File: src/hdl/assert_macros.svh
// ----------------------------------------------------------------------------
// Assertion macros
// Shared concurrent assertion wrappers; empty when SYNTHESIS is defined.
// ----------------------------------------------------------------------------
`ifndef ASSERT_MACROS_SVH
`define ASSERT_MACROS_SVH

`ifndef SYNTHESIS

// property must hold at every rising clock edge outside reset
`define ASSERT_PROP(lbl, clk, rst, prop) \
   lbl: assert property (@(posedge clk) disable iff (rst) (prop)) \
      else $error("%m: property failed");

// expression must never be true outside reset
`define ASSERT_NEVER(lbl, clk, rst, expr) \
   lbl: assert property (@(posedge clk) disable iff (rst) !(expr)) \
      else $error("%m: forbidden condition seen");

`else

`define ASSERT_PROP(lbl, clk, rst, prop)
`define ASSERT_NEVER(lbl, clk, rst, expr)

`endif

`endif

File: src/hdl/lcbs_pkg.sv
// ----------------------------------------------------------------------------
// lcbs_pkg
// Types and constants of the LED chain bit serializer.
// ----------------------------------------------------------------------------
package lcbs_pkg;

   localparam int unsigned BYTE_W   = 8;
   localparam int unsigned TICK_W   = 8;
   localparam int unsigned BITS_W   = 4;
   localparam int unsigned CSR_IDX_W = 3;

   localparam logic [BITS_W-1:0] BYTE_BITS = 4'd8;

   // register indexes
   localparam logic [CSR_IDX_W-1:0] CSR_ZERO_HIGH = 3'd0;
   localparam logic [CSR_IDX_W-1:0] CSR_ZERO_LOW  = 3'd1;
   localparam logic [CSR_IDX_W-1:0] CSR_ONE_HIGH  = 3'd2;
   localparam logic [CSR_IDX_W-1:0] CSR_ONE_LOW   = 3'd3;
   localparam logic [CSR_IDX_W-1:0] CSR_MSB_FIRST = 3'd4;

   // register reset values
   localparam logic [TICK_W-1:0] ZERO_HIGH_RST = 8'd4;
   localparam logic [TICK_W-1:0] ZERO_LOW_RST  = 8'd9;
   localparam logic [TICK_W-1:0] ONE_HIGH_RST  = 8'd8;
   localparam logic [TICK_W-1:0] ONE_LOW_RST   = 8'd6;
   localparam logic              MSB_FIRST_RST = 1'b0;

   typedef struct packed {
      logic              mode;
      logic [BYTE_W-1:0] pixel_byte;
   } req_type;

   typedef struct packed {
      logic line_level;
      logic byte_accepted;
      logic busy_res;
   } rsp_type;

   // classified tick handed from front to back
   typedef struct packed {
      logic              offer;
      logic [BYTE_W-1:0] pixel;
   } tick_cmd_type;

   // handshake between front and back
   typedef struct packed {
      logic         valid;
      tick_cmd_type cmd;
   } cmd_chan_type;

endpackage

File: src/hdl/led_chain_bit_serializer_unit.sv
// ----------------------------------------------------------------------------
// led_chain_bit_serializer_unit
// Serializes pixel bytes onto a single-wire LED data line, one tick per word.
// ----------------------------------------------------------------------------
//  channel | dir | handshake             | payload
//  req     | in  | req_valid/req_ready   | req_data (mode, pixel_byte)
//  rsp     | out | rsp_valid/rsp_ready   | rsp_data (line_level, byte_accepted,
//          |     |                       |           busy_res)
//  csr     | in  | csr_we                | csr_index, csr_wdata
//
// The back's tick engine runs one tick and retires one queued word per cycle
// while no result stalls. An accepted word waits in the front queue until the
// back takes it and registers its result. Reset clears the queue and line
// state and restores the timing registers. A stalled result holds the back;
// the front queue of QUEUE_DEPTH words keeps req_ready high until it fills.
// ----------------------------------------------------------------------------
module led_chain_bit_serializer_unit
   import lcbs_pkg::*;
#(
   parameter int unsigned QUEUE_DEPTH = 2
) (
   input  logic                 clock,
   input  logic                 reset,
   input  logic                 req_valid,
   output logic                 req_ready,
   input  req_type              req_data,
   output logic                 rsp_valid,
   input  logic                 rsp_ready,
   output rsp_type              rsp_data,
   input  logic                 csr_we,
   input  logic [CSR_IDX_W-1:0] csr_index,
   input  logic [TICK_W-1:0]    csr_wdata
);

   cmd_chan_type cmd_chan;
   logic         cmd_ready;

   lcbs_front #(
      .DEPTH (QUEUE_DEPTH)
   ) u_front (
      .clock     (clock),
      .reset     (reset),
      .req_valid (req_valid),
      .req_ready (req_ready),
      .req_data  (req_data),
      .cmd_out   (cmd_chan),
      .cmd_ready (cmd_ready)
   );

   lcbs_back u_back (
      .clock     (clock),
      .reset     (reset),
      .cmd_in    (cmd_chan),
      .cmd_ready (cmd_ready),
      .csr_we    (csr_we),
      .csr_index (csr_index),
      .csr_wdata (csr_wdata),
      .rsp_valid (rsp_valid),
      .rsp_ready (rsp_ready),
      .rsp_data  (rsp_data)
   );

endmodule

File: src/hdl/lcbs_front.sv
// ----------------------------------------------------------------------------
// lcbs_front
// Accepts request words, classifies them into tick commands and queues them.
// ----------------------------------------------------------------------------
module lcbs_front
   import lcbs_pkg::*;
#(
   parameter int unsigned DEPTH = 2
) (
   input  logic         clock,
   input  logic         reset,
   input  logic         req_valid,
   output logic         req_ready,
   input  req_type      req_data,
   output cmd_chan_type cmd_out,
   input  logic         cmd_ready
);

`include "assert_macros.svh"

   localparam int unsigned PTR_W = (DEPTH > 1) ? $clog2(DEPTH) : 1;
   localparam int unsigned CNT_W = $clog2(DEPTH + 1);

   tick_cmd_type           entries_ff [DEPTH];
   logic [PTR_W-1:0]       wr_ptr_ff, wr_ptr_in;
   logic [PTR_W-1:0]       rd_ptr_ff, rd_ptr_in;
   logic [CNT_W-1:0]       count_ff, count_in;
   tick_cmd_type           cmd_new;
   logic                   push, pop;

   // drop the byte of a plain tick so the back never sees stale data
   always_comb begin
      cmd_new.offer = req_data.mode;
      cmd_new.pixel = req_data.mode ? req_data.pixel_byte : '0;
   end

   assign req_ready     = (count_ff != CNT_W'(DEPTH));
   assign cmd_out.valid = (count_ff != '0);
   assign cmd_out.cmd   = entries_ff[rd_ptr_ff];

   assign push = req_valid && req_ready;
   assign pop  = cmd_out.valid && cmd_ready;

   always_comb begin
      wr_ptr_in = wr_ptr_ff;
      rd_ptr_in = rd_ptr_ff;
      count_in  = count_ff;
      if (push) begin
         wr_ptr_in = (wr_ptr_ff == PTR_W'(DEPTH - 1)) ? '0 : wr_ptr_ff + 1'b1;
      end
      if (pop) begin
         rd_ptr_in = (rd_ptr_ff == PTR_W'(DEPTH - 1)) ? '0 : rd_ptr_ff + 1'b1;
      end
      if (push && !pop) begin
         count_in = count_ff + 1'b1;
      end else if (pop && !push) begin
         count_in = count_ff - 1'b1;
      end
   end

   always_ff @(posedge clock) begin
      if (reset) begin
         wr_ptr_ff <= '0;
         rd_ptr_ff <= '0;
         count_ff  <= '0;
      end else begin
         wr_ptr_ff <= wr_ptr_in;
         rd_ptr_ff <= rd_ptr_in;
         count_ff  <= count_in;
      end
   end

   always_ff @(posedge clock) begin
      if (push) begin
         entries_ff[wr_ptr_ff] <= cmd_new;
      end
   end

   `ASSERT_NEVER(a_count_bound, clock, reset, count_ff > CNT_W'(DEPTH))
   `ASSERT_PROP(a_count_rise, clock, reset, (push && !pop) |=> (count_ff == $past(count_ff) + 1'b1))

endmodule

File: src/hdl/lcbs_back.sv
// ----------------------------------------------------------------------------
// lcbs_back
// Runs one line tick per command: holding register, bit shifter, phase timer.
// ----------------------------------------------------------------------------
module lcbs_back
   import lcbs_pkg::*;
(
   input  logic                 clock,
   input  logic                 reset,
   input  cmd_chan_type         cmd_in,
   output logic                 cmd_ready,
   input  logic                 csr_we,
   input  logic [CSR_IDX_W-1:0] csr_index,
   input  logic [TICK_W-1:0]    csr_wdata,
   output logic                 rsp_valid,
   input  logic                 rsp_ready,
   output rsp_type              rsp_data
);

`include "assert_macros.svh"

   logic [TICK_W-1:0] zero_high_ff, zero_low_ff, one_high_ff, one_low_ff;
   logic              msb_first_ff;

   logic [BYTE_W-1:0] shift_ff, shift_in;
   logic [BYTE_W-1:0] held_byte_ff, held_byte_in;
   logic              held_valid_ff, held_valid_in;
   logic [BITS_W-1:0] bits_left_ff, bits_left_in;
   logic              high_phase_ff, high_phase_in;
   logic [TICK_W-1:0] tick_count_ff, tick_count_in;

   logic              rsp_valid_ff;
   rsp_type           rsp_data_ff, rsp_data_in;

   logic              advance;
   logic              cur_bit;
   logic [TICK_W-1:0] dur;

   assign cmd_ready = !rsp_valid_ff || rsp_ready;
   assign advance   = cmd_in.valid && cmd_ready;
   assign rsp_valid = rsp_valid_ff;
   assign rsp_data  = rsp_data_ff;

   always_ff @(posedge clock) begin
      if (reset) begin
         zero_high_ff <= ZERO_HIGH_RST;
         zero_low_ff  <= ZERO_LOW_RST;
         one_high_ff  <= ONE_HIGH_RST;
         one_low_ff   <= ONE_LOW_RST;
         msb_first_ff <= MSB_FIRST_RST;
      end else if (csr_we) begin
         unique case (csr_index)
            CSR_ZERO_HIGH: zero_high_ff <= csr_wdata;
            CSR_ZERO_LOW:  zero_low_ff  <= csr_wdata;
            CSR_ONE_HIGH:  one_high_ff  <= csr_wdata;
            CSR_ONE_LOW:   one_low_ff   <= csr_wdata;
            CSR_MSB_FIRST: msb_first_ff <= csr_wdata[0];
            default: ;
         endcase
      end
   end

   always_comb begin
      shift_in      = shift_ff;
      held_byte_in  = held_byte_ff;
      held_valid_in = held_valid_ff;
      bits_left_in  = bits_left_ff;
      high_phase_in = high_phase_ff;
      tick_count_in = tick_count_ff;
      rsp_data_in   = '0;

      if (cmd_in.cmd.offer && !held_valid_in) begin
         held_byte_in              = cmd_in.cmd.pixel;
         held_valid_in             = 1'b1;
         rsp_data_in.byte_accepted = 1'b1;
      end
      // idle with a byte waiting: start it in this same tick
      if (bits_left_in == '0 && held_valid_in) begin
         shift_in      = held_byte_in;
         held_valid_in = 1'b0;
         bits_left_in  = BYTE_BITS;
         high_phase_in = 1'b1;
         tick_count_in = '0;
      end

      rsp_data_in.busy_res = (bits_left_in != '0) || held_valid_in;

      cur_bit = msb_first_ff ? shift_in[BYTE_W-1] : shift_in[0];
      if (high_phase_in) begin
         dur = cur_bit ? one_high_ff : zero_high_ff;
      end else begin
         dur = cur_bit ? one_low_ff : zero_low_ff;
      end

      if (bits_left_in != '0) begin
         rsp_data_in.line_level = high_phase_in;
         // a zero duration also ends the phase after one tick
         if ({1'b0, tick_count_in} + 9'd1 >= {1'b0, dur}) begin
            tick_count_in = '0;
            if (high_phase_in) begin
               high_phase_in = 1'b0;
            end else begin
               shift_in = msb_first_ff ? {shift_in[BYTE_W-2:0], 1'b0}
                                       : {1'b0, shift_in[BYTE_W-1:1]};
               bits_left_in = bits_left_in - 1'b1;
               if (bits_left_in == '0) begin
                  high_phase_in = 1'b0;
                  // chain the held byte with no gap
                  if (held_valid_in) begin
                     shift_in      = held_byte_in;
                     held_valid_in = 1'b0;
                     bits_left_in  = BYTE_BITS;
                     high_phase_in = 1'b1;
                     tick_count_in = '0;
                  end
               end else begin
                  high_phase_in = 1'b1;
               end
            end
         end else begin
            tick_count_in = tick_count_in + 1'b1;
         end
      end
   end

   always_ff @(posedge clock) begin
      if (reset) begin
         shift_ff      <= '0;
         held_byte_ff  <= '0;
         held_valid_ff <= 1'b0;
         bits_left_ff  <= '0;
         high_phase_ff <= 1'b0;
         tick_count_ff <= '0;
         rsp_valid_ff  <= 1'b0;
      end else begin
         if (advance) begin
            shift_ff      <= shift_in;
            held_byte_ff  <= held_byte_in;
            held_valid_ff <= held_valid_in;
            bits_left_ff  <= bits_left_in;
            high_phase_ff <= high_phase_in;
            tick_count_ff <= tick_count_in;
            rsp_valid_ff  <= 1'b1;
         end else if (rsp_ready) begin
            rsp_valid_ff  <= 1'b0;
         end
      end
   end

   always_ff @(posedge clock) begin
      if (advance) begin
         rsp_data_ff <= rsp_data_in;
      end
   end

   `ASSERT_NEVER(a_bits_bound, clock, reset, bits_left_ff > BYTE_BITS)
   `ASSERT_NEVER(a_high_needs_byte, clock, reset, high_phase_ff && (bits_left_ff == '0))
   `ASSERT_NEVER(a_idle_not_held, clock, reset, (bits_left_ff == '0) && held_valid_ff)

endmodule
File: config.mk
export PLATFORM = sky130hd
export DESIGN_NAME = led_chain_bit_serializer_unit
export DESIGN_NICKNAME = d
export VERILOG_FILES = /design/src/hdl/lcbs_pkg.sv /design/src/hdl/led_chain_bit_serializer_unit.sv /design/src/hdl/lcbs_front.sv /design/src/hdl/lcbs_back.sv
export VERILOG_INCLUDE_DIRS = /design/src /design/src/hdl
export SDC_FILE = /design/constraint.sdc
export NUM_CORES = 1
export LEC_CHECK = 0
export BUFFER_PORTS_ARGS = -buffer_cell sky130_fd_sc_hd__buf_2
export CAP_MARGIN = 20
export CORE_MARGIN = 2
export CORE_UTILIZATION = 30
export DETAILED_ROUTE_END_ITERATION = 12
export PLACE_DENSITY = 0.5
export SLEW_MARGIN = 10
export SYNTH_ARGS = -nofsm -noshare
export SYNTH_HDL_FRONTEND = slang
export SYNTH_SLANG_ARGS = --single-unit
File: constraint.sdc
create_clock -name clock -period 3.7 [get_ports clock]
set_clock_uncertainty 0.15 [all_clocks]
set_input_delay 0.74 -clock clock [delete_from_list [all_inputs] [get_ports clock]]
set_output_delay 0.74 -clock clock [all_outputs]
set_load 0.02 [all_outputs]
==> impl_metrics.yaml <==
sta:
  tightestPinTransition_ns: 0.844
  setup_viol: 0
  period_share_pct: 98.3
  rsz0062_at_grt: "true"
  maxSlewHeadroom_pct: 43.5
  fin_ws_ns: 0.0638
  finalHoldViolations: 0
  slew_violations: 0
  finalCriticalPeriod_ns: 3.64
  fmaxAchievable_mhz: 275
placed_design:
  hpwl_mm: 8.94
  port_buffers: 29
  place_inst: 806
  dp_slack_ns: -0.0681
  gp_congestion: 0.835
clock_network:
  htree_levels: 3
  cts_max_path_buffers: 2
  cts_tree: "done"
  cts_buffers: 9
  hold_buffers: 0
  cts_sinks: 90
  cts_root_buf: "clkbuf_16"
  path_clk_slew_ns: 0.07
  clkLatencyLatePin_ns: 0.35
floorplanning:
  initial_utilization_pct: 30.5
  placementRows: 46
  die_area_um2: 17100
  die_x_um: 131
  die_y_um: 131
  io_pins: 30
  core_um2: 15800
setup_path:
  worstSetupPathType: "reg2reg"
  crit_arrival_ns: 3.70
  worstSetupEndpointType: "register"
  cp.required_ns: 3.76
  critPathLaunchType: "register"
  crit_fanout: 12
synthesis:
  synth_compound_area_share_pct: 19.5
  yosys.area_share.adder_pct: 3.11
  syn_inst: 563
  synth_nets: 600
  synth_top_family_by_area: "simple AND/OR/NAND/NOR gates"
  syn_area_um2: 4830
  synth_simple_gate_area_share_pct: 22.6
  seq_area_frac_synth_pct: 41.7
  synthFlopType: "dfxtp_1"
  synth.avg_cell_area_um2: 8.57
  async_reset_ff_share_pct: 0
  ys_warn_count: 0
  synth-edff-count: 21
  ys_ff_latch: 90
  synth_mux_area_share_pct: 6.95
  synth_cell_type_count: 66
  yosys.area_share.xor_xnor_pct: 2.00
layout:
  diodes: 0
  nNetsFinal: 642
  drive_above_1_share_pct: 20.7
  nFillCells: 1657
  instances_no_fill: 826
  areaGrowthSynthToFinish_pct: 22.0
power:
  pwr-share-clk_pct: 21.4
  p_comb_share_pct: 49.9
  peakVddDrop_v: 0.000400
  swShare_pct: 40.4
  p_seq_share_pct: 28.7
  internal_power_mw: 2.77
  powerDensity_nw_per_um2: 791
  p_leak_nw: 2.20
  p_sw_mw: 1.88
detailed_routing:
  firstDrtPassIters: 4
  drt_iter0_drc: 423
  num_vias: 4243
  wl_mm: 12.5
  vias_per_cell: 5.14
  drtAntennaViolNets: 0
  drc: 0
  detail_route.wl_per_cell_um: 15.2
global_route:
  grt_pass1_vias: 3969
  groute.usage.overall_pct: 15.1
  grt_max_degree: 38
  antenna_found_initial: 0
  grt_pass1_wl_mm: 20.2
  grt-ovfl-total: 0
run_status:
  outcome: "finished, final reports clean"
worst_hold_path:
  hp-class: "reg2reg"
run:
  drv_cap: 0
-- timing repair --
action                                 in CTS  in global routing
cloned                                      0                  1
resized for setup                           4                 26
pin swaps                                   0                  9
buffers inserted                            0                  3
endpoints found under the hold margin       0                  0
setup endpoints to repair                  16                 21
-- per-layer routing --
metal	up-vias	wire length [µm]	GRT usage, %
met2	70	5840	24.1
met4	0	165	4.69
met1	2051	6070	20.7
met3	15	450	3.05
met5	-	0	0
li1	2107	-	-
-- per-stage QoR --
stage | hold WS [ns] | instance area (µm²) | power (mW) | utilization (%) | TNS (ns)
final | 0.306 | 5890 | 4.66 | 37.2 | 0
after global routing | 0.322 | 5890 | 4.98 | 37.2 | -0.820
after CTS | 0.306 | 5740 | 4.45 | 36.3 | 0
after detailed placement | 0.295 | 5400 | 3.41 | 34.1 | -0.186
after global placement | 0.289 | 5400 | 3.38 | 34.1 | 0
after floorplan | 0.281 | 4900 | 2.79 | - | 0
-- sequential cells by signal, summed over array words and instances, names as in the netlist, named ones only --
register              flops
u_back.bits_left_ff       4
u_back.held_byte_ff       8
u_back.held_valid_ff      1
u_back.high_phase_ff      1
u_back.msb_first_ff       1
u_back.one_high_ff        8
u_back.one_low_ff         8
u_back.rsp_data           3
u_back.rsp_valid          1
u_back.shift_ff           8
u_back.tick_count_ff      8
u_back.zero_high_ff       8
u_back.zero_low_ff        8
u_front.count_ff          2
u_front.entries_ff       18
u_front.rd_ptr_ff         1
u_front.wr_ptr_ff         1
-- synth_stat cells (all sizes together) (3+ instances only) --
master  count  share of area, %
nor4        5              0.65
o31ai       3              0.47
nand3      15               1.6
or2         3              0.39
dfxtp      69                29
nor2b      14               1.8
buf        14               1.8
o22ai       7              0.91
nand2b      6              0.78
a21o        3              0.47
mux2        9               2.2
a31oi       4              0.52
or3         3              0.39
nand3b      8               1.2
inv        10              0.78
a21oi      41               4.3
a211o       4              0.73
xor2        7               1.3
and3        4              0.52
nor2       58               4.5
a211oi     14               2.2
a22o        5              0.91
o21ai      35               4.1
clkbuf     20               1.6
nand2      88               6.8
edfxtp     21                13
ha         12               3.1
and2       10               1.3
a22oi       3              0.47
xnor2       4              0.73
nor3        8              0.83
mux2i      23               4.8
-- power groups by stage --
stage	logic, mW	registers [mW]	clock network, mW
global placement	2.03	1.35	0
detailed placement	2.06	1.35	0
finish	2.32	1.34	0.997
CTS	2.10	1.33	1.02
global route	2.56	1.36	1.06
floorplan	1.47	1.32	0
-- cells in the final DEF, fill, tap and decap left out, types with 8 or more instances in the layout --
cell type and count:
a211oi_1 12, clkbuf_16 9, nand3b_1 8, o21ai_0 23, a21oi_1 38, buf_4 31, inv_1 8, nor3_1 8
nor2b_1 14, buf_2 29, and2_1 10, nor2_1 56, nand2_1 87, edfxtp_1 21, nand3_1 12, mux2i_1 21
dfxtp_1 67, ha_1 10
-- final cells by class --
| cell class | instances | area, µm² | area share, % |
|---|---|---|---|
| repair buffers | 64 | 440 | 7.48 |
| multi-input cells | 429 | 2800 | 47.6 |
| clock buffers | 9 | 225 | 3.83 |
| flip-flops and latches | 90 | 2010 | 34.2 |
| well taps | 216 | 270 | 4.59 |
| clock inverters | 7 | 92.6 | 1.57 |
| inverters | 11 | 41.3 | 0.701 |
-- cell families after synthesis --
| logic type | after synthesis |
|---|---|
| muxes | 32 |
| adders and majority gates | 12 |
| DFF | 90 |
| and+or+nand+nor | 231 |
| xor gates and xnor gates | 11 |
| buffers and inverters | 45 |
| AOI/OAI and AO/OA | 142 |
-- worst max-delay path, stage by stage (launching register included) --
cell,delay [ns]
dfxtp_2,0.33
inv_2,0.08
ha_4,0.15
or3b_4,0.41
a21oi_4,0.18
nor2_4,0.05
buf_12,0.17
mux2_2,0.28
o21ai_2,0.13
ha_1,0.27
a21o_1,0.20
a221oi_4,0.31
o21ai_4,0.12
buf_4,0.18
o2111ai_1,0.21
mux2i_1,0.22
nor2_1,0.05
-- worst paths after layout --
check / start / depth (start not counted) / slack [ns] / endpoint
setup / recovery: u_back.bits_left_ff[0] / 16 / 0.06 / u_back.bits_left_ff[2]
hold / removal: u_back.zero_high_ff[7] / 2 / 0.31 / u_back.zero_high_ff[7]
setup reg to reg: u_back.bits_left_ff[0] / 16 / 0.06 / u_back.bits_left_ff[2]
hold reg to reg: u_back.zero_high_ff[7] / 2 / 0.31 / u_back.zero_high_ff[7]
(Power assumes the default switching activity.)
